<file path="src/jpt_pkg.sv">
package jpt_pkg;

   // Default longest accepted array index, in decimal digits
   localparam int MAX_DIGITS_DEFAULT = 19;

   // Result slots held for one input item; one item causes at most three results
   localparam int MAX_RESULTS = 4;
   localparam int COUNT_W = 3;

   // Path characters
   localparam logic [7:0] CH_DOLLAR    = 8'h24;
   localparam logic [7:0] CH_STAR      = 8'h2a;
   localparam logic [7:0] CH_HASH      = 8'h23;
   localparam logic [7:0] CH_MINUS     = 8'h2d;
   localparam logic [7:0] CH_DOT       = 8'h2e;
   localparam logic [7:0] CH_LBRACKET  = 8'h5b;
   localparam logic [7:0] CH_RBRACKET  = 8'h5d;
   localparam logic [7:0] CH_QUOTE     = 8'h22;
   localparam logic [7:0] CH_BACKSLASH = 8'h5c;
   localparam logic [7:0] CH_ZERO      = 8'h30;

   typedef enum logic [3:0] {
      K_KEYBYTE  = 4'd0,
      K_KEYEND   = 4'd1,
      K_WILD     = 4'd2,
      K_RECWILD  = 4'd3,
      K_INDEX    = 4'd4,
      K_REVINDEX = 4'd5,
      K_APPEND   = 4'd6,
      K_ERROR    = 4'd7,
      K_PATHEND  = 4'd8
   } kind_type;

   typedef enum logic [3:0] {
      P_START,
      P_BETWEEN,
      P_DOT1,
      P_STAR1,
      P_DOT2,
      P_UKEY,
      P_QKEY,
      P_QESC,
      P_BRACKET,
      P_BSTAR,
      P_BHASH,
      P_BDIGITS,
      P_ERR
   } phase_type;

   typedef struct packed {
      phase_type   phase;
      logic [63:0] index_accum;
      logic        index_reverse;
      logic        key_recursive;
      logic        key_nonempty;
      logic        saw_wildcard;
   } state_type;

   localparam state_type STATE_RESET = '{
      phase         : P_START,
      index_accum   : 64'd0,
      index_reverse : 1'b0,
      key_recursive : 1'b0,
      key_nonempty  : 1'b0,
      saw_wildcard  : 1'b0
   };

   typedef struct packed {
      kind_type    kind;
      logic [7:0]  key_byte;
      logic [63:0] index_value;
      logic        recursive_key;
      logic        wildcard_path;
   } result_type;

   typedef result_type [MAX_RESULTS-1:0] result_list_type;

   // Build one result, zeroing the fields that do not belong to its kind
   function automatic result_type make_result(kind_type k, logic [7:0] b,
                                              logic [63:0] idx, logic rec,
                                              logic wild);
      result_type r;
      r.kind          = k;
      r.key_byte      = (k == K_KEYBYTE) ? b : 8'd0;
      r.index_value   = (k == K_INDEX || k == K_REVINDEX) ? idx : 64'd0;
      r.recursive_key = (k == K_KEYBYTE || k == K_KEYEND) ? rec : 1'b0;
      r.wildcard_path = (k == K_PATHEND) ? wild : 1'b0;
      return r;
   endfunction

endpackage

</file>
<file path="src/json_path_tokenizer.sv">
// The results of an item appear in the cycle after it is accepted.
// Throughput: one byte per cycle when it causes at most one result and rsp_ready
// stays high; a byte causing more results holds the buffer until all have drained.
// Results drain from a four-entry burst register, one per cycle while rsp_ready is high.
// Reset is synchronous, active high; it clears the lexer state and the buffer.
module json_path_tokenizer #(
   parameter int MAX_DIGITS = jpt_pkg::MAX_DIGITS_DEFAULT
) (
   input  logic        clock,
   input  logic        reset,
   input  logic        req_valid,
   output logic        req_ready,
   input  logic [7:0]  req_ch,
   input  logic        req_final_byte,
   output logic        rsp_valid,
   input  logic        rsp_ready,
   output logic [3:0]  rsp_kind,
   output logic [7:0]  rsp_key_byte,
   output logic [63:0] rsp_index_value,
   output logic        rsp_recursive_key,
   output logic        rsp_wildcard_path,
   output logic        rsp_run_last
);

   localparam int DIGIT_W = $clog2(MAX_DIGITS + 1);

   jpt_pkg::state_type          state_ff;
   jpt_pkg::state_type          state_in;
   logic [DIGIT_W-1:0]          digits_ff;
   logic [DIGIT_W-1:0]          digits_in;
   jpt_pkg::result_list_type    step_res;
   logic [jpt_pkg::COUNT_W-1:0] step_cnt;
   logic                        accept;
   jpt_pkg::result_type         out_res;

   assign accept = req_valid && req_ready;

   jpt_step #(
      .MAX_DIGITS (MAX_DIGITS),
      .DIGIT_W    (DIGIT_W)
   ) u_step (
      .cur        (state_ff),
      .digits     (digits_ff),
      .ch         (req_ch),
      .final_byte (req_final_byte),
      .nxt        (state_in),
      .digits_nxt (digits_in),
      .res        (step_res),
      .res_cnt    (step_cnt)
   );

   jpt_rsp_queue u_queue (
      .clock     (clock),
      .reset     (reset),
      .load      (accept),
      .load_res  (step_res),
      .load_cnt  (step_cnt),
      .free      (req_ready),
      .rsp_valid (rsp_valid),
      .rsp_ready (rsp_ready),
      .rsp_res   (out_res),
      .rsp_last  (rsp_run_last)
   );

   // Advance the lexer state on each accepted item
   always_ff @(posedge clock) begin
      if (reset) begin
         state_ff  <= jpt_pkg::STATE_RESET;
         digits_ff <= '0;
      end else if (accept) begin
         state_ff  <= state_in;
         digits_ff <= digits_in;
      end
   end

   assign rsp_kind          = out_res.kind;
   assign rsp_key_byte      = out_res.key_byte;
   assign rsp_index_value   = out_res.index_value;
   assign rsp_recursive_key = out_res.recursive_key;
   assign rsp_wildcard_path = out_res.wildcard_path;

endmodule

</file>
<file path="src/jpt_step.sv">
module jpt_step #(
   parameter int MAX_DIGITS = jpt_pkg::MAX_DIGITS_DEFAULT,
   parameter int DIGIT_W = $clog2(MAX_DIGITS + 1)
) (
   input  jpt_pkg::state_type                 cur,
   input  logic [DIGIT_W-1:0]                 digits,
   input  logic [7:0]                         ch,
   input  logic                               final_byte,
   output jpt_pkg::state_type                 nxt,
   output logic [DIGIT_W-1:0]                 digits_nxt,
   output jpt_pkg::result_list_type           res,
   output logic [jpt_pkg::COUNT_W-1:0]        res_cnt
);

   logic [jpt_pkg::COUNT_W-1:0] cnt;
   logic                        do_sep;
   logic [7:0]                  sep_ch;
   logic                        do_digit;
   logic [7:0]                  dval;

   assign dval = ch - jpt_pkg::CH_ZERO;

   // Decode one byte: advance the phase and collect the results it causes
   always_comb begin
      nxt        = cur;
      digits_nxt = digits;
      res        = '0;
      cnt        = '0;
      do_sep     = 1'b0;
      sep_ch     = ch;
      do_digit   = 1'b0;

      unique case (cur.phase)
         jpt_pkg::P_START: begin
            if (ch == jpt_pkg::CH_DOLLAR) begin
               nxt.phase = jpt_pkg::P_BETWEEN;
            end else begin
               res[cnt[1:0]] = jpt_pkg::make_result(jpt_pkg::K_ERROR, 8'd0, 64'd0,
                                                    1'b0, 1'b0);
               cnt = cnt + 3'd1;
               nxt.phase = jpt_pkg::P_ERR;
            end
         end
         jpt_pkg::P_BETWEEN: begin
            do_sep = 1'b1;
         end
         jpt_pkg::P_DOT1: begin
            nxt.key_recursive = 1'b0;
            nxt.key_nonempty  = 1'b0;
            if (ch == jpt_pkg::CH_STAR) begin
               nxt.phase = jpt_pkg::P_STAR1;
            end else if (ch == jpt_pkg::CH_DOT) begin
               nxt.phase = jpt_pkg::P_DOT2;
            end else if (ch == jpt_pkg::CH_QUOTE) begin
               nxt.phase = jpt_pkg::P_QKEY;
            end else if (ch == jpt_pkg::CH_LBRACKET) begin
               res[cnt[1:0]] = jpt_pkg::make_result(jpt_pkg::K_ERROR, 8'd0, 64'd0,
                                                    1'b0, 1'b0);
               cnt = cnt + 3'd1;
               nxt.phase = jpt_pkg::P_ERR;
            end else begin
               res[cnt[1:0]] = jpt_pkg::make_result(jpt_pkg::K_KEYBYTE, ch, 64'd0,
                                                    nxt.key_recursive, 1'b0);
               cnt = cnt + 3'd1;
               nxt.key_nonempty = 1'b1;
               nxt.phase = jpt_pkg::P_UKEY;
            end
         end
         jpt_pkg::P_STAR1: begin
            nxt.saw_wildcard = 1'b1;
            if (ch == jpt_pkg::CH_STAR) begin
               res[cnt[1:0]] = jpt_pkg::make_result(jpt_pkg::K_RECWILD, 8'd0, 64'd0,
                                                    1'b0, 1'b0);
               cnt = cnt + 3'd1;
               nxt.phase = jpt_pkg::P_BETWEEN;
            end else begin
               res[cnt[1:0]] = jpt_pkg::make_result(jpt_pkg::K_WILD, 8'd0, 64'd0,
                                                    1'b0, 1'b0);
               cnt = cnt + 3'd1;
               do_sep = 1'b1;
            end
         end
         jpt_pkg::P_DOT2: begin
            if (ch == jpt_pkg::CH_STAR || ch == jpt_pkg::CH_LBRACKET) begin
               nxt.saw_wildcard = 1'b1;
               res[cnt[1:0]] = jpt_pkg::make_result(jpt_pkg::K_RECWILD, 8'd0, 64'd0,
                                                    1'b0, 1'b0);
               cnt = cnt + 3'd1;
               nxt.phase = (ch == jpt_pkg::CH_STAR) ? jpt_pkg::P_BETWEEN
                                                    : jpt_pkg::P_BRACKET;
            end else if (ch == jpt_pkg::CH_DOT) begin
               res[cnt[1:0]] = jpt_pkg::make_result(jpt_pkg::K_ERROR, 8'd0, 64'd0,
                                                    1'b0, 1'b0);
               cnt = cnt + 3'd1;
               nxt.phase = jpt_pkg::P_ERR;
            end else begin
               nxt.saw_wildcard  = 1'b1;
               nxt.key_recursive = 1'b1;
               nxt.key_nonempty  = 1'b0;
               if (ch == jpt_pkg::CH_QUOTE) begin
                  nxt.phase = jpt_pkg::P_QKEY;
               end else begin
                  res[cnt[1:0]] = jpt_pkg::make_result(jpt_pkg::K_KEYBYTE, ch, 64'd0,
                                                       nxt.key_recursive, 1'b0);
                  cnt = cnt + 3'd1;
                  nxt.key_nonempty = 1'b1;
                  nxt.phase = jpt_pkg::P_UKEY;
               end
            end
         end
         jpt_pkg::P_UKEY: begin
            if (ch == jpt_pkg::CH_DOT || ch == jpt_pkg::CH_LBRACKET) begin
               res[cnt[1:0]] = jpt_pkg::make_result(jpt_pkg::K_KEYEND, 8'd0, 64'd0,
                                                    nxt.key_recursive, 1'b0);
               cnt = cnt + 3'd1;
               do_sep = 1'b1;
            end else begin
               res[cnt[1:0]] = jpt_pkg::make_result(jpt_pkg::K_KEYBYTE, ch, 64'd0,
                                                    nxt.key_recursive, 1'b0);
               cnt = cnt + 3'd1;
               nxt.key_nonempty = 1'b1;
            end
         end
         jpt_pkg::P_QKEY: begin
            if (ch == jpt_pkg::CH_QUOTE) begin
               if (cur.key_nonempty) begin
                  res[cnt[1:0]] = jpt_pkg::make_result(jpt_pkg::K_KEYEND, 8'd0, 64'd0,
                                                       nxt.key_recursive, 1'b0);
                  cnt = cnt + 3'd1;
                  nxt.phase = jpt_pkg::P_BETWEEN;
               end else begin
                  res[cnt[1:0]] = jpt_pkg::make_result(jpt_pkg::K_ERROR, 8'd0, 64'd0,
                                                       1'b0, 1'b0);
                  cnt = cnt + 3'd1;
                  nxt.phase = jpt_pkg::P_ERR;
               end
            end else if (ch == jpt_pkg::CH_BACKSLASH) begin
               nxt.phase = jpt_pkg::P_QESC;
            end else begin
               res[cnt[1:0]] = jpt_pkg::make_result(jpt_pkg::K_KEYBYTE, ch, 64'd0,
                                                    nxt.key_recursive, 1'b0);
               cnt = cnt + 3'd1;
               nxt.key_nonempty = 1'b1;
            end
         end
         jpt_pkg::P_QESC: begin
            // Keep the backslash unless it escapes a quote or a backslash
            if (ch != jpt_pkg::CH_QUOTE && ch != jpt_pkg::CH_BACKSLASH) begin
               res[cnt[1:0]] = jpt_pkg::make_result(jpt_pkg::K_KEYBYTE,
                                                    jpt_pkg::CH_BACKSLASH, 64'd0,
                                                    nxt.key_recursive, 1'b0);
               cnt = cnt + 3'd1;
            end
            res[cnt[1:0]] = jpt_pkg::make_result(jpt_pkg::K_KEYBYTE, ch, 64'd0,
                                                 nxt.key_recursive, 1'b0);
            cnt = cnt + 3'd1;
            nxt.key_nonempty = 1'b1;
            nxt.phase = jpt_pkg::P_QKEY;
         end
         jpt_pkg::P_BRACKET: begin
            nxt.index_accum   = 64'd0;
            nxt.index_reverse = 1'b0;
            digits_nxt        = '0;
            if (ch == jpt_pkg::CH_STAR) begin
               nxt.phase = jpt_pkg::P_BSTAR;
            end else if (ch == jpt_pkg::CH_HASH) begin
               nxt.phase = jpt_pkg::P_BHASH;
            end else if (ch == jpt_pkg::CH_MINUS) begin
               nxt.index_reverse = 1'b1;
               nxt.phase = jpt_pkg::P_BDIGITS;
            end else begin
               nxt.phase = jpt_pkg::P_BDIGITS;
               do_digit = 1'b1;
            end
         end
         jpt_pkg::P_BSTAR: begin
            if (ch == jpt_pkg::CH_RBRACKET) begin
               nxt.saw_wildcard = 1'b1;
               res[cnt[1:0]] = jpt_pkg::make_result(jpt_pkg::K_WILD, 8'd0, 64'd0,
                                                    1'b0, 1'b0);
               cnt = cnt + 3'd1;
               nxt.phase = jpt_pkg::P_BETWEEN;
            end else begin
               res[cnt[1:0]] = jpt_pkg::make_result(jpt_pkg::K_ERROR, 8'd0, 64'd0,
                                                    1'b0, 1'b0);
               cnt = cnt + 3'd1;
               nxt.phase = jpt_pkg::P_ERR;
            end
         end
         jpt_pkg::P_BHASH: begin
            if (ch == jpt_pkg::CH_RBRACKET) begin
               res[cnt[1:0]] = jpt_pkg::make_result(jpt_pkg::K_APPEND, 8'd0, 64'd0,
                                                    1'b0, 1'b0);
               cnt = cnt + 3'd1;
               nxt.phase = jpt_pkg::P_BETWEEN;
            end else if (ch == jpt_pkg::CH_MINUS) begin
               nxt.index_reverse = 1'b1;
               nxt.phase = jpt_pkg::P_BDIGITS;
            end else begin
               res[cnt[1:0]] = jpt_pkg::make_result(jpt_pkg::K_ERROR, 8'd0, 64'd0,
                                                    1'b0, 1'b0);
               cnt = cnt + 3'd1;
               nxt.phase = jpt_pkg::P_ERR;
            end
         end
         jpt_pkg::P_BDIGITS: begin
            do_digit = 1'b1;
         end
         jpt_pkg::P_ERR: begin
            nxt.phase = jpt_pkg::P_ERR;
         end
         default: begin
            nxt.phase = jpt_pkg::P_ERR;
         end
      endcase

      // Step separator: '.' opens a key step, '[' an array step
      if (do_sep) begin
         if (sep_ch == jpt_pkg::CH_DOT) begin
            nxt.phase = jpt_pkg::P_DOT1;
         end else if (sep_ch == jpt_pkg::CH_LBRACKET) begin
            nxt.phase = jpt_pkg::P_BRACKET;
         end else begin
            res[cnt[1:0]] = jpt_pkg::make_result(jpt_pkg::K_ERROR, 8'd0, 64'd0,
                                                 1'b0, 1'b0);
            cnt = cnt + 3'd1;
            nxt.phase = jpt_pkg::P_ERR;
         end
      end

      // Index digits: close on ']' after at least one digit, accumulate a decimal digit up to MAX_DIGITS, else fail
      if (do_digit) begin
         if (ch == jpt_pkg::CH_RBRACKET) begin
            if (digits_nxt == '0) begin
               res[cnt[1:0]] = jpt_pkg::make_result(jpt_pkg::K_ERROR, 8'd0, 64'd0,
                                                    1'b0, 1'b0);
               cnt = cnt + 3'd1;
               nxt.phase = jpt_pkg::P_ERR;
            end else begin
               res[cnt[1:0]] = jpt_pkg::make_result(
                  nxt.index_reverse ? jpt_pkg::K_REVINDEX : jpt_pkg::K_INDEX,
                  8'd0, nxt.index_accum, 1'b0, 1'b0);
               cnt = cnt + 3'd1;
               nxt.phase = jpt_pkg::P_BETWEEN;
            end
         end else if (dval <= 8'd9 && digits_nxt < DIGIT_W'(MAX_DIGITS)) begin
            nxt.index_accum = {nxt.index_accum[60:0], 3'b000}
                            + {nxt.index_accum[62:0], 1'b0}
                            + {56'd0, dval};
            digits_nxt = digits_nxt + DIGIT_W'(1);
         end else begin
            res[cnt[1:0]] = jpt_pkg::make_result(jpt_pkg::K_ERROR, 8'd0, 64'd0,
                                                 1'b0, 1'b0);
            cnt = cnt + 3'd1;
            nxt.phase = jpt_pkg::P_ERR;
         end
      end

      // Path end: close what is open, report, and return to the reset state
      if (final_byte) begin
         unique case (nxt.phase)
            jpt_pkg::P_ERR: begin
            end
            jpt_pkg::P_BETWEEN: begin
               res[cnt[1:0]] = jpt_pkg::make_result(jpt_pkg::K_PATHEND, 8'd0, 64'd0,
                                                    1'b0, nxt.saw_wildcard);
               cnt = cnt + 3'd1;
            end
            jpt_pkg::P_UKEY: begin
               res[cnt[1:0]] = jpt_pkg::make_result(jpt_pkg::K_KEYEND, 8'd0, 64'd0,
                                                    nxt.key_recursive, 1'b0);
               cnt = cnt + 3'd1;
               res[cnt[1:0]] = jpt_pkg::make_result(jpt_pkg::K_PATHEND, 8'd0, 64'd0,
                                                    1'b0, nxt.saw_wildcard);
               cnt = cnt + 3'd1;
            end
            jpt_pkg::P_STAR1: begin
               nxt.saw_wildcard = 1'b1;
               res[cnt[1:0]] = jpt_pkg::make_result(jpt_pkg::K_WILD, 8'd0, 64'd0,
                                                    1'b0, 1'b0);
               cnt = cnt + 3'd1;
               res[cnt[1:0]] = jpt_pkg::make_result(jpt_pkg::K_PATHEND, 8'd0, 64'd0,
                                                    1'b0, nxt.saw_wildcard);
               cnt = cnt + 3'd1;
            end
            default: begin
               res[cnt[1:0]] = jpt_pkg::make_result(jpt_pkg::K_ERROR, 8'd0, 64'd0,
                                                    1'b0, 1'b0);
               cnt = cnt + 3'd1;
            end
         endcase
         nxt        = jpt_pkg::STATE_RESET;
         digits_nxt = '0;
      end

      res_cnt = cnt;
   end

endmodule

</file>
<file path="src/jpt_rsp_queue.sv">
module jpt_rsp_queue (
   input  logic                               clock,
   input  logic                               reset,
   input  logic                               load,
   input  jpt_pkg::result_list_type           load_res,
   input  logic [jpt_pkg::COUNT_W-1:0]        load_cnt,
   output logic                               free,
   output logic                               rsp_valid,
   input  logic                               rsp_ready,
   output jpt_pkg::result_type                rsp_res,
   output logic                               rsp_last
);

   jpt_pkg::result_list_type    slots_ff;
   logic [jpt_pkg::COUNT_W-1:0] cnt_ff;
   logic [jpt_pkg::COUNT_W-1:0] ptr_ff;
   logic [jpt_pkg::COUNT_W-1:0] ptr_in;
   logic [jpt_pkg::COUNT_W-1:0] ptr_next;

   assign ptr_next  = ptr_ff + 3'd1;
   assign rsp_valid = (ptr_ff != cnt_ff);
   assign rsp_last  = (ptr_next == cnt_ff);
   assign rsp_res   = slots_ff[ptr_ff[1:0]];

   // Free once empty, or when the last pending result leaves this cycle
   assign free = !rsp_valid || (rsp_last && rsp_ready);

   always_comb begin
      ptr_in = ptr_ff;
      if (load) begin
         ptr_in = '0;
      end else if (rsp_valid && rsp_ready) begin
         ptr_in = ptr_next;
      end
   end

   // Hold the burst of one item and step through it
   always_ff @(posedge clock) begin
      if (reset) begin
         cnt_ff <= '0;
         ptr_ff <= '0;
      end else begin
         ptr_ff <= ptr_in;
         if (load) begin
            cnt_ff <= load_cnt;
         end
      end
      if (load) begin
         slots_ff <= load_res;
      end
   end

endmodule

</file>
<file path="config.mk">
export PLATFORM = sky130hd
export DESIGN_NAME = json_path_tokenizer
export DESIGN_NICKNAME = d
export VERILOG_FILES = /design/src/jpt_pkg.sv /design/src/json_path_tokenizer.sv /design/src/jpt_step.sv /design/src/jpt_rsp_queue.sv
export SDC_FILE = /design/constraint.sdc
export NUM_CORES = 1
export LEC_CHECK = 0
export ABC_CLOCK_PERIOD_IN_PS = 22300
export CAP_MARGIN = 0
export CORE_MARGIN = 4
export CORE_UTILIZATION = 40
export CTS_CLUSTER_DIAMETER = 200
export CTS_CLUSTER_SIZE = 10
export DETAILED_ROUTE_END_ITERATION = 10
export DONT_BUFFER_PORTS = 1
export GPL_TIMING_DRIVEN = 0
export HOLD_SLACK_MARGIN = 0.12
export SYNTH_ARGS = -nofsm -noshare
export SYNTH_HDL_FRONTEND = slang
export SYNTH_HIERARCHICAL = 1
export SYNTH_SLANG_ARGS = --single-unit
</file>
<file path="constraint.sdc">
create_clock -name clock -period 22.3 [get_ports clock]
set_clock_uncertainty 0.05 [all_clocks]
set_input_delay 2.23 -clock clock [delete_from_list [all_inputs] [get_ports clock]]
set_output_delay 2.23 -clock clock [all_outputs]
set_load 0.01 [all_outputs]
</file>
; Word level (Yosys, flattened, before mapping)
; Index checks and enable logic that the tools add are counted.
; W data, S select, Z words.
[word_totals]
ff_bits = 395
out_inout_bits = 81
[classes]
n_bitwise = 15
n_reduce_logical = 23
magnitude_cmp = 13
add_sub_neg = 10
muxes = 132
n_eq_ne = 35
[ops]
columns = op, n
row1 = $mux W312, 8
row2 = $bwmux W312, 5
row3 = $pmux W312 S4, 1
row4 = $mux W78, 14
row5 = $and A300 B300 Y300, 3
row6 = $not A300 Y300, 3
row7 = $demux W78 S2, 5
row8 = $pmux W78 S9, 1
row9 = $mux W77, 5
row10 = $and A308 B308 Y308, 1
row11 = $not A308 Y308, 1
row12 = $and A304 B304 Y304, 1
row13 = $not A304 Y304, 1
row14 = $mux W64, 4
row15 = $mux W234, 1
row16 = $bmux W78 S2, 1
row17 = $mux W75, 2
row18 = $mux W74, 2
row19 = $mux W4, 20
row20 = $mux W73, 1
row21 = $mux W72, 1
row22 = $mux W68, 1
row23 = $add A64 B64 Y64, 1
row24 = $add A64 B8 Y64, 1
row25 = 40 further kinds, 144

; Longest topological paths before layout
; Gate-level depths: netlist (run 1).
[depth]
word_depth = 23
mapped_depth = 24

; Cells and area by module
; The synthesis (run 1) kept the hierarchy.
[by_module_without_submodules]
columns = mod, instances, seq_area_each_um2, cells_each, area_per_inst_um2
row1 = jpt_rsp_queue, 1, 9489.1, 459, 11712.5
row2 = jpt_step, 1, 0.0, 1677, 10218.6
row3 = json_path_tokenizer, 1, 1541.5, 352, 3385.7

; Worst setup path after synthesis (run 1)
; Ideal clock, no wire load.
[synth_path]
path_kind = in2reg
startpoint = in rsp_ready
endpoint = reg u_queue/ptr_ff[2] in the netlist's numbering
setup_time_ns = 0.130
setup_slack_ns = 10.567
arrival_time_ns = 11.553
path_buffers = 4
stages = 9
path_cell_list = clkbuf_1 -> a22o_1 -> buf_4 -> buf_2 -> and2_1 -> buf_2 -> or2_2 -> a211oi_1 -> nand4b_1
[synth_between]
elab_chain_len = 4
elab_cells_between_ends = 5
classes_between = 5 x reduce/logical
[synth_rtl]
columns = element, line
row1 = "start, declared", json_path_tokenizer.sv:16  ; input logic rsp_ready,
row2 = $logic_and A1 B1 Y1, jpt_rsp_queue.sv:26  ; assign free = !rsp_valid || (rsp_last && rsp_ready);
row3 = $logic_or A1 B1 Y1, jpt_rsp_queue.sv:26
row4 = named net req_ready, json_path_tokenizer.sv:12  ; output logic req_ready,
row5 = $logic_and A1 B1 Y1, json_path_tokenizer.sv:36  ; assign accept = req_valid && req_ready;
row6 = named net accept, json_path_tokenizer.sv:33  ; logic accept;
row7 = $reduce_or A2 Y1 (no line), --
row8 = "end signal, assigned", jpt_rsp_queue.sv:43  ; ptr_ff <= ptr_in;
row9 = "end, declared", jpt_rsp_queue.sv:16  ; logic [jpt_pkg::COUNT_W-1:0] ptr_ff;
; The timed path passes the listed nets, and every way through them passes these cells.
; A chain may end at the register's enable or synchronous reset.

==> flow_summary.toml, run 1 <==
[run_status]
status = "completed"

[timing]
fmax_mhz = 133.6
tightest_slew_ps = 1196
hold_slack_ps = 520.9
finalMaxSlewViolations = 0
rsz0062_at_grt = "no"
layout_min_cycle_time_ps = 7484
tns_ps = 0
slew_headroom_pct = 20.07
setup_viol = 0
fin_crit_sh_pct = 33.56
hold_viol = 0

[logic_synthesis]
yosysTopAreaCell = "edfxtp_1"
syn_avg_cell_area_sq_um = 10.18
synth_seq_area_share_pct = 43.57
synthTopCellsByCount = "edfxtp_1 (312), a21oi_1 (218), nor3_1 (213)"
synthArstFlopShare_pct = 0
yosysMostFrequentCell = "edfxtp_1"
yosys_warnings = 6
synth_area_sq_um = 25320
ys_types = 95
synth_top_area_share_pct = 37.01
synth-edff-count = 312
synth.area.top_cells = "edfxtp_1 (37%), mux4_2 (6.9%), ha_1 (6.8%), dfxtp_1 (6.6%), a21oi_1 (4.3%)"
syn_inst = 2488
yosys_most_used_dff = "edfxtp_1"
synth-seq-cells = 395

[critical_path]
setup.worst_path.class = "reg -> reg"
worstPathRequired_ps = 22740
cp_max_fo = 10
cp-start-kind = "register"
arrival_ps = 7920
endpoint_kind = "register"

[cells_and_area]
stdcell_count = 3492
drive_gt1_share_pct = 13.30
final_nets = 2776
fillers = 6049
ff_latch_area_sq_um = 11030
multi_input_area_sq_um = 12700
antenna_cells = 0
areaGrowthSynthToFinish_pct = 11.05

[min_path]
hold_path.class = "reg -> reg"

[clock_network]
hold_buffers = 0
cts_buffers = 45
cts_resized = 0
clock-sinks = 395
cts_tree = "done"
clock_latency_ps = 610
htree_levels = 2
postCtsSetupBuffers = 0
cts.root.buffer_cell = "clkbuf_16"
path_clk_slew_ps = 60
cts.path.max_buffers = 3

[route]
wire_per_inst_microns = 20.85
routed_via_density = 5.618
drtIter0Drc = 1480
drt_first_pass_iters = 5
drc = 0
vias = 19620
routed_wl_microns = 72800
antenna_left = 0

[floorplanning]
dieWidth_microns = 259.6
initial_core_util_pct = 40.72
io_pins = 94
core-area_sq_um = 62170
die_y_microns = 259.6
dieArea_sq_um = 67380
rows = 91

[global_routing]
grt_pass1_wl_microns = 112400
grt_overflow = 0
antenna_found_initial = 0
grt_max_degree = 76
track_usage_pct = 21.14
grt_pass1_vias = 19480

[power_and_ir_drop]
finalPower_uw = 2877
power.leakage_uw = 0.01104
p_per_area_nw_per_um2 = 102.3
vdd_drop_max_v = 0.0001627

[placement]
dp_hpwl_microns = 53390
dpl.cell_count = 3409
io_buffers = 0
place.gp.congestion = 0.9418

[run]
cap_violations = 0
==> registers in the layout, indices dropped and copies added, names as in the netlist <==
name,count
digits_ff,5
state_ff,72
u_queue/cnt_ff,3
u_queue/ptr_ff,3
u_queue/slots_ff,312
==> power by group <==
part	internal, uW	switching, uW
registers	1110	55.2
clock network	388	299
logic	339	688
==> metrics by stage <==
step	instance area [sq um]	util [%]	setup slack (ps)
2_1_floorplan	25610	-	10570
3_3_place_gp	26660	42.89	7542
3_5_place_dp	26790	43.10	14610
4_1_cts	28110	45.22	14990
5_1_grt	28110	45.22	14450
6_report	28110	45.22	14820
==> placed cells by master, fill, tap and decap left out, types with 83 or more instances in the layout <==
cell	n
nor2_1	197
nand3_1	106
dfxtp_1	83
a21oi_1	218
clkbuf_1	120
ha_1	138
nor3_1	213
edfxtp_1	312
inv_1	100
nand2_1	164
==> path summary, 6_finish.rpt <==
path,startpoint,endpoint,slack [ps],cells after the start
setup / recovery,state_ff[68],state_ff[62],14820,24
hold / removal,state_ff[10],state_ff[10],520,2
setup reg to reg,state_ff[68],state_ff[62],14820,24
hold reg to reg,state_ff[10],state_ff[10],520,2
==> cell type report <==
class	instances	share of cell area, %
clock inverter	3	0.1558
inverter	100	1.335
timing repair buffer	5	0.4450
tap	837	3.725
multi-input combinational	1810	45.18
sequential	395	39.23
buffer	262	5.380
clock buffer	80	4.548
==> worst max-delay path: stages (launching register included) <==
cell,delay (ps)
dfxtp_1,350
buf_2,220
or4b_1,130
clkbuf_1,380
clkbuf_1,770
buf_1,560
nand2_1,340
inv_1,180
ha_1,160
ha_1,170
inv_1,60
fa_1,430
nand2b_1,210
a21o_1,230
a21boi_0,390
o41ai_1,220
o21ai_0,430
a21bo_2,320
a21oi_1,180
o41ai_1,670
a31oi_1,190
xor2_1,190
a211oi_1,270
nand3_1,120
a21oi_1,160
==> kinds of logic (layout without fill, tap and decap cells) <==
family          after synthesis  in the layout  share of synthesized area [%]
fa+ha+maj                   144            144                          7.295
flops                       395            395                          43.57
compound gates              577            577                          15.25
buf+inv                     362            450                          7.458
mux                          87             87                          7.305
simple gates                850            850                          16.56
other cells                   1             80                        0.01481
xor+xnor                     72             72                          2.550
==> metal layers <==
layer	part of all wire [%]	track usage (%)	wire length [microns]	vias to the layer above
li1	-	-	-	9314
met4	3.6	7.120	2605	0
met2	49	36.10	35470	523
met3	5.7	3.739	4136	116
met1	42	27.25	30590	9666
met5	0	0	0	-
Note: power is estimated with default switching activity, not from simulation.
==> run 2: changes to the inputs <==
- ABC_AREA: unset -> 1
- ABC_CLOCK_PERIOD_IN_PS: 22300 -> 7100
- clock period: 22.3 -> 7.1 ns (I/O delays scaled with it)
==> run 2 against run 1 <==
Effect of this change: the flow now finishes with violations (max-capacitance violations); setup slack got worse by 14000 ps; clock power increased to 3.1 times the previous value; largest cell class unchanged; routed wire length increased by 25%; global-route usage increased by 3.0 points; critical path type unchanged; synthesized area increased by 8.4%; fmax increased by 27%.
==> flow_summary.toml, run 2 <==
[floorplanning]
dieWidth_microns = 270.0
io_pins = 94
dieArea_sq_um = 72880
core-area_sq_um = 67630
die_y_microns = 270.0
initial_core_util_pct = 40.59
rows = 95

[cells_and_area]
layout_commonest_cell = "nand2_1"
reg_top3 = "u_queue/slots_ff (312), state_ff (72), digits_ff (5)"
antenna_cells = 0
stdcell_count = 4751
drive_gt1_share_pct = 7.659
areaGrowthSynthToFinish_pct = 10.43
regMostFlops = "u_queue/slots_ff"
final_cell_mix = "nand2_1 (807), nor2_1 (601), a21oi_1 (394), inv_1 (375), edfxtp_1 (312)"
largest_reg_flops = 312
final_nets = 4000

[critical_path]
arrival_ps = 6360
regToRegSetupSlack_ps = 1200
path_buf_inv = 7
cp_cell_sequence = "inv_2 -> nand2_2 -> inv_2 -> nand2_1 -> buf_4 -> clkbuf_1 -> buf_1 -> nand2_1 -> inv_1 -> ha_1 -> ha_1 -> inv_1 -> o21ai_0 -> a31oi_1 -> o21ai_0 -> a21oi_1 -> nand2_1 -> a21boi_0 -> o21ai_0 -> xor2_1 -> a21oi_1 -> nor2_1 -> nor2_1"
crit_family = "buffers and inverters"
worstRegToRegCells = 23
slowest_stage = "buf_1"
cp-start-kind = "register"
crit_path_max_incr_delay_ps = 790
cp_max_fo = 10
setup.worst_path.class = "reg -> reg"
regToRegEndpoint = "state_ff[47]"
worstReg2RegStart = "state_ff[70]"
endpoint_kind = "register"
worstPathRequired_ps = 7570

[route]
antenna_left = 0
drc = 0
drt_first_pass_iters = 5
routed_via_density = 5.248
routed_wl_microns = 90820
drtIter0Drc = 2099
wire_per_inst_microns = 19.12
vias = 24940

[timing]
slew_headroom_pct = 1.321
hold_viol = 0
fmax_mhz = 169.6
fin_crit_sh_pct = 83.05
layout_min_cycle_time_ps = 5897
finalMaxSlewViolations = 0
tightest_slew_ps = 1475
tns_ps = 0
setup_viol = 0
rsz0062_at_grt = "no"

[clock_network]
clock-sinks = 395
cts_buffers = 45
htree_levels = 2
cts_tree = "done"
cts.path.max_buffers = 3
clock_latency_ps = 580
cts_resized = 0
cts.root.buffer_cell = "clkbuf_16"
path_clk_slew_ps = 60

[placement]
dpl.cell_count = 4668
dp_hpwl_microns = 70420
place.gp.congestion = 0.9972
io_buffers = 0

[logic_synthesis]
yosys_most_used_dff = "edfxtp_1"
synth_area_sq_um = 27450
yosysTopAreaCell = "edfxtp_1"
synth_seq_area_share_pct = 40.18
synthTopCellsByCount = "nand2_1 (807), nor2_1 (601), a21oi_1 (394)"
synth.area.top_cells = "edfxtp_1 (34%), nand2_1 (11%), nor2_1 (8.2%), a21oi_1 (7.2%), ha_1 (6.3%)"
syn_inst = 3708
synth-edff-count = 312
synth_xor_area_share_pct = 1.016
synth_mux_area_share_pct = 0
synth_top_family_by_area = "simple AND/OR/NAND/NOR gates"
synth_fa_ha_area_share_pct = 6.728
yosysMostFrequentCell = "nand2_1"
synth-seq-cells = 395
synth_top_area_share_pct = 34.13
synth_simple_gate_area_share_pct = 23.62
ys_types = 52
syn_avg_cell_area_sq_um = 7.403
synthArstFlopShare_pct = 0
yosys_warnings = 6
synth_compound_area_share_pct = 16.78

[min_path]
hold_end = "u_queue/cnt_ff[0]"
hold_path_startpoint = "reset"
min_path_cells = 1
hold_path.class = "in -> reg"

[run]
cap_violations = 1

[global_routing]
grt_pass1_wl_microns = 138200
track_usage_pct = 24.16
grt_overflow = 0
antenna_found_initial = 0
grt_max_degree = 44
grt_pass1_vias = 23390

[run_status]
status = "finished with violations"
violations = "max-capacitance violations"

[power_and_ir_drop]
power.leakage_uw = 0.01338
p_per_area_nw_per_um2 = 515.9
vdd_drop_max_v = 0.0003128
run 2: power breakdown:
part           internal [uW]  switching (uW)
logic                   2610            6910
clock network           1200             942
registers               3680             293
run 2: cell type report:
| type | count | area, sq um |
|---|---|---|
| Inverter | 397 | 1499 |
| Tap cell | 873 | 1092 |
| Buffer | 267 | 1703 |
| Clock inverter | 3 | 47.55 |
| Multi-Input combinational cell | 2728 | 13520 |
| Clock buffer | 79 | 1254 |
| Timing Repair Buffer | 9 | 170.2 |
| Sequential cell | 395 | 11030 |
| Fill cell | 6958 | 37320 |
run 2: per-stage QoR:
step / util (%) / area [sq um] / power (uW) / setup slack (ps) / hold slack (ps)
detailed placement: 42.88 / 29000 / 13400 / 1284 / 420.2
floorplan: - / 27750 / 10650 / 563.9 / 398.2
global route: 44.82 / 30310 / 16820 / 705.2 / 127.4
finish: 44.82 / 30310 / 15640 / 1203 / 155.2
CTS: 44.82 / 30310 / 15590 / 1328 / 120.6
global placement: 42.65 / 28840 / 13150 / -2554 / 414.3
run 2: worst max-delay path by stage:
stage	start	to	slack, ps	cells past startpoint
after floorplan	u_queue/ptr_ff[0]	u_queue/slots_ff[0]	560	8
after global placement	u_queue/ptr_ff[0]	u_queue/slots_ff[281]	-2550	10
after detailed placement	req_ch[4]	u_queue/slots_ff[87]	1280	20
after CTS	state_ff[70]	state_ff[47]	1330	23
after global routing	state_ff[70]	state_ff[47]	710	23
final	state_ff[70]	state_ff[47]	1200	23
run 2: logic make-up (layout without fill, tap and decap cells):
kind of cell             Yosys count  after routing
flip-flops                       395            395
other                              1             80
AND/OR/NAND/NOR                 1610           1610
adder cells (fa/ha/maj)          144            144
AO/OA/AOI/OAI                    863            863
buffers and inverters            664            755
XOR/XNOR                          31             31
run 2: layer usage:
| metal | GRT usage (%) | wire length (microns) | up-vias |
|---|---|---|---|
| met2 | 38.96 | 40510 | 805 |
| li1 | - | - | 12400 |
| met4 | 6.320 | 2396 | 0 |
| met5 | 0 | 0 | - |
| met1 | 34.24 | 41490 | 11610 |
| met3 | 3.367 | 6427 | 118 |
run 2: timing repair:
item	4_1_cts	5_1_grt
hold endpoints to repair	1	0
hold buffers	1	0
setup buffers	0	0
run 2: worst register-to-register path, stage by stage, from the launching register on:
cell      delay (ps)
dfxtp_1          420
inv_2             60
nand2_2          100
inv_2             30
nand2_1           80
buf_4            200
clkbuf_1         660
buf_1            810
nand2_1          280
inv_1            190
ha_1             250
ha_1             340
inv_1             90
o21ai_0          120
a31oi_1          310
o21ai_0          200
a21oi_1          230
nand2_1          180
a21boi_0         490
o21ai_0          230
xor2_1           190
a21oi_1          170
nor2_1            70
nor2_1            90
